==> config.mk <==
export PLATFORM = sky130hd
export DESIGN_NAME = frta_cell
export DESIGN_NICKNAME = d
export VERILOG_FILES = /design/src/frta_pkg.sv /design/src/frta_cell.sv
export SDC_FILE = /design/constraint.sdc
export NUM_CORES = 1
export LEC_CHECK = 0
export ABC_AREA = 1
export BUFFER_PORTS_ARGS = -buffer_cell sky130_fd_sc_hd__buf_4
export CAP_MARGIN = 5
export CORE_MARGIN = 3
export CORE_UTILIZATION = 44
export CTS_CLUSTER_DIAMETER = 40
export CTS_CLUSTER_SIZE = 28
export DETAILED_ROUTE_END_ITERATION = 8
export PLACE_DENSITY = 0.82
export SLEW_MARGIN = 5
export SYNTH_ARGS = -nofsm -noshare
export SYNTH_HDL_FRONTEND = slang
export SYNTH_SLANG_ARGS = --single-unit
==> constraint.sdc <==
create_clock -name clk -period 1.05 [get_ports clk]
set_clock_uncertainty 0.2 [all_clocks]
set_input_delay 0.21 -clock clk [delete_from_list [all_inputs] [get_ports clk]]
set_output_delay 0.21 -clock clk [all_outputs]
set_load 0.005 [all_outputs]
==> src/frta_pkg.sv <==
package frta_pkg;

	localparam logic [31:0] ADDR_LIMIT = 32'hFFFF_F000;
	localparam logic [31:0] PAGE_MASK  = 32'h0000_0FFF;
	localparam logic [31:0] PAGE_BYTES = 32'h0000_1000;

	typedef enum logic [1:0] {
		CMD_ADD       = 2'd0,
		CMD_CUT       = 2'd1,
		CMD_ALLOC_LOW = 2'd2,
		CMD_ALLOC_PG  = 2'd3
	} frta_cmd_t;

	typedef enum logic [1:0] {
		ST_OK       = 2'd0,
		ST_NO_SLOT  = 2'd1,
		ST_NO_FIT   = 2'd2,
		ST_ZERO_LEN = 2'd3
	} frta_status_t;

	typedef enum logic [3:0] {
		S_IDLE,
		S_ADD_PREP,
		S_ADD_PASS,
		S_PIECE,
		S_CUT_PASS,
		S_LOW_PASS,
		S_PAGE_FIND,
		S_PAGE_FIX,
		S_FIN
	} frta_state_t;

	typedef struct packed {
		logic [31:0] base;
		logic [31:0] len;
	} frta_entry_t;

	typedef struct packed {
		logic        ok;
		logic [31:0] base;
		logic [31:0] len;
	} frta_prep_t;

	// Clips a range at the address limit and trims it to whole pages.
	function automatic frta_prep_t add_prep(input logic [63:0] addr, input logic [63:0] len);
		frta_prep_t  p;
		logic [63:0] room;
		logic [63:0] l;
		room   = {32'b0, ADDR_LIMIT} - addr;
		l      = (len > room) ? room : len;
		p.base = (addr[31:0] + PAGE_MASK) & ~PAGE_MASK;
		p.len  = l[31:0] & ~PAGE_MASK;
		p.ok   = (addr <= {32'b0, ADDR_LIMIT}) && (p.len != 32'b0);
		return p;
	endfunction

endpackage

==> src/frta_cell.sv <==
module frta_cell
	import frta_pkg::*;
(
	input  logic        clk,
	input  logic        arst_n,
	input  logic        shift,
	input  frta_entry_t nxt,
	output frta_entry_t cur
);

	frta_entry_t cur_q;

	// One table slot; on a shift it takes the entry of its neighbor.
	always_ff @(posedge clk or negedge arst_n) begin
		if (!arst_n) begin
			cur_q <= '0;
		end else if (shift) begin
			cur_q <= nxt;
		end
	end

	assign cur = cur_q;

endmodule

==> results.ini <==
[status]
outcome = finished with violations
violations = negative setup slack

[placement]
dpl.cell_count = 463
place.gp.congestion = 0.731
preCtsSetupSlack_ns = 0.00774
dpl.hpwl_microns = 4470
portBuffers = 130
placed_area_sq_um = 3500

[setup_path]
path_cells = buf_6
worstSetupPathType = reg -> out
regToRegEndpoint = cur[1]$_DFFE_PN0P_
r2r_cells = 4
crit_family = flip-flops
max_stage_delay_ns = 0.43
cp_slowest_cell = dfrtp_1
start_kind = flip-flop
cp.arrival_ns = 0.91
r2r_start = cur[1]$_DFFE_PN0P_
crit_path_end_kind = output pin
critical_path.max_fanout = 2
ff2ff_setup_slack_ns = -0.12
crit_cells = 1
cp.required_ns = 0.64
critical_path_buf_inv_count = 1

[sta]
relSlewSlack_pct = 83.5
hold_slack_ns = 0.0778
fmax_mhz = 756
grt_setup_unrepaired = yes
slew_viol_final = 0
setup_tns_ns = -14.73
fin_crit_sh_pct = 126
period_needed_ns = 1.32
setup_ws_ns = -0.273
hold_viol_final = 0
final-setup-viol-count = 79
tightest_slew_ns = 0.248

[synthesis]
avgSynthCellArea_sq_um = 9.06
synth_area_leader_cell = dfrtp_1
synthDominantCellAreaShare_pct = 65.5
ys_warn_count = 0
synthCells = 270
ys_ff_latch = 64
synth_area_leaders = dfrtp_1 65%, nand2_1 29%, clkbuf_8 3.4%
ys_types = 6
synth_area_sq_um = 2450
syn_nets = 337
synth-seq-area-share_pct = 65.5

[detailed_routing]
drt-total-wl_microns = 11700
drc = 0
vias = 3092
avgViaCountPerCell = 5.25
wire_per_inst_microns = 19.9
dr.pass1.iters = 6
ant_nets = 0
drtIter0Drc = 287

[power]
power_density_nw_per_um2 = 1310
power_mw = 6.42
peakVddDrop_v = 0.00108
leakagePower_nw = 2.68

[clock_network]
insertion_delay_ns = 0.34
cts_max_level = 3
cts_tree = built
numCtsBuffers = 9
cts.sink_count = 64
clkTransAtPathRegs_ns = 0.07
clockRootBuffer = clkbuf_8
clockBufferDepth = 2

[floorplanning]
core_area_sq_um = 5240
fp.dieArea_sq_um = 6490
io-pin-count = 131
die_w_microns = 80.6
rows = 26
floorplan.initialDensity_pct = 46.7
die_y_microns = 80.6

[final_layout]
seq_area_sq_um = 1600
nFillCells = 161
final_cell_area_sq_um = 4910
fin_util_pct = 93.7
drive_gt1_share_pct = 38.0
instances_no_fill = 589
largest_reg_flops = 64
area_delta_synth_final_pct = 101
multi_input_area_sq_um = 728
fin_nets = 582
antennaDiodeCount = 0

[global_route]
globalRouteTotalUtil_pct = 30.1
antenna_found_initial = 0
grt_pass1_vias = 2975
grt_max_degree = 42
grt_pass1_wl_microns = 14300
gr-total-overflow = 0

[run]
cap_violations = 0

[worst_hold_path]
min_path_type = in -> async

-- power breakdown --
part	leakage (nW)	internal, mW	switching (mW)
sequential	0.779	2.69	0.192
combinational	1.82	1.02	0.635
clock	0.0838	0.979	0.910
total	2.68	4.68	1.74
-- how the worst max path moves through the flow --
stage                   startpoint                   to  slack [ns]
2_1_floorplan                shift   cur[0]$_DFFE_PN0P_        0.13
3_3_place_gp                 shift  cur[31]$_DFFE_PN0P_        0.03
3_5_place_dp                 shift  cur[53]$_DFFE_PN0P_       0.008
4_1_cts        cur[19]$_DFFE_PN0P_              cur[19]       -0.23
5_1_grt         cur[1]$_DFFE_PN0P_               cur[1]       -0.30
6_report        cur[1]$_DFFE_PN0P_               cur[1]       -0.27
-- layer usage --
layer	up-vias	wire length (microns)	share of wire (%)	GRT usage, %
met5	-	0	0	0
met4	0	677	5.8	13.3
met3	73	1090	9.3	7.96
met2	247	6110	52	55.9
met1	1479	3860	33	31.5
li1	1293	-	-	-
-- timing repair --
item                       in CTS  in global routing
buffers inserted               19                 27
setup endpoints to repair      64                 64
hold buffers                   65                  0
pin swaps                       0                  1
resized for setup              64                  3
hold endpoints to repair      128                  0
-- cell families (layout without fill, tap and decap cells) --
group         after synthesis  count (layout)  synth area share, %
buf+inv                    14             263                 5.06
flops                      64              64                 65.5
simple gates              192             192                 29.5
-- cells in the final DEF (no fill, tap or decap) --
cell,n
dlygate4sd3_1,65
inv_2,1
buf_4,113
clkbuf_1,4
clkbuf_8,11
nand2_1,189
buf_12,5
dfrtp_1,64
nand2_2,3
buf_6,64
-- synthesized netlist by cell type --
cell type / count
nand2_1: 192
clkbuf_8: 6
buf_4: 1
dfrtp_1: 64
buf_2: 6
inv_2: 1
-- cell type report --
cell class	count	share of cell area [%]
timing repair buffer	247	47.3
sequential	64	32.6
multi-input combinational	192	14.8
clock buffer	15	3.39
tap	70	1.78
inverter	1	0.0765
Power figures use the tool's default switching activity.
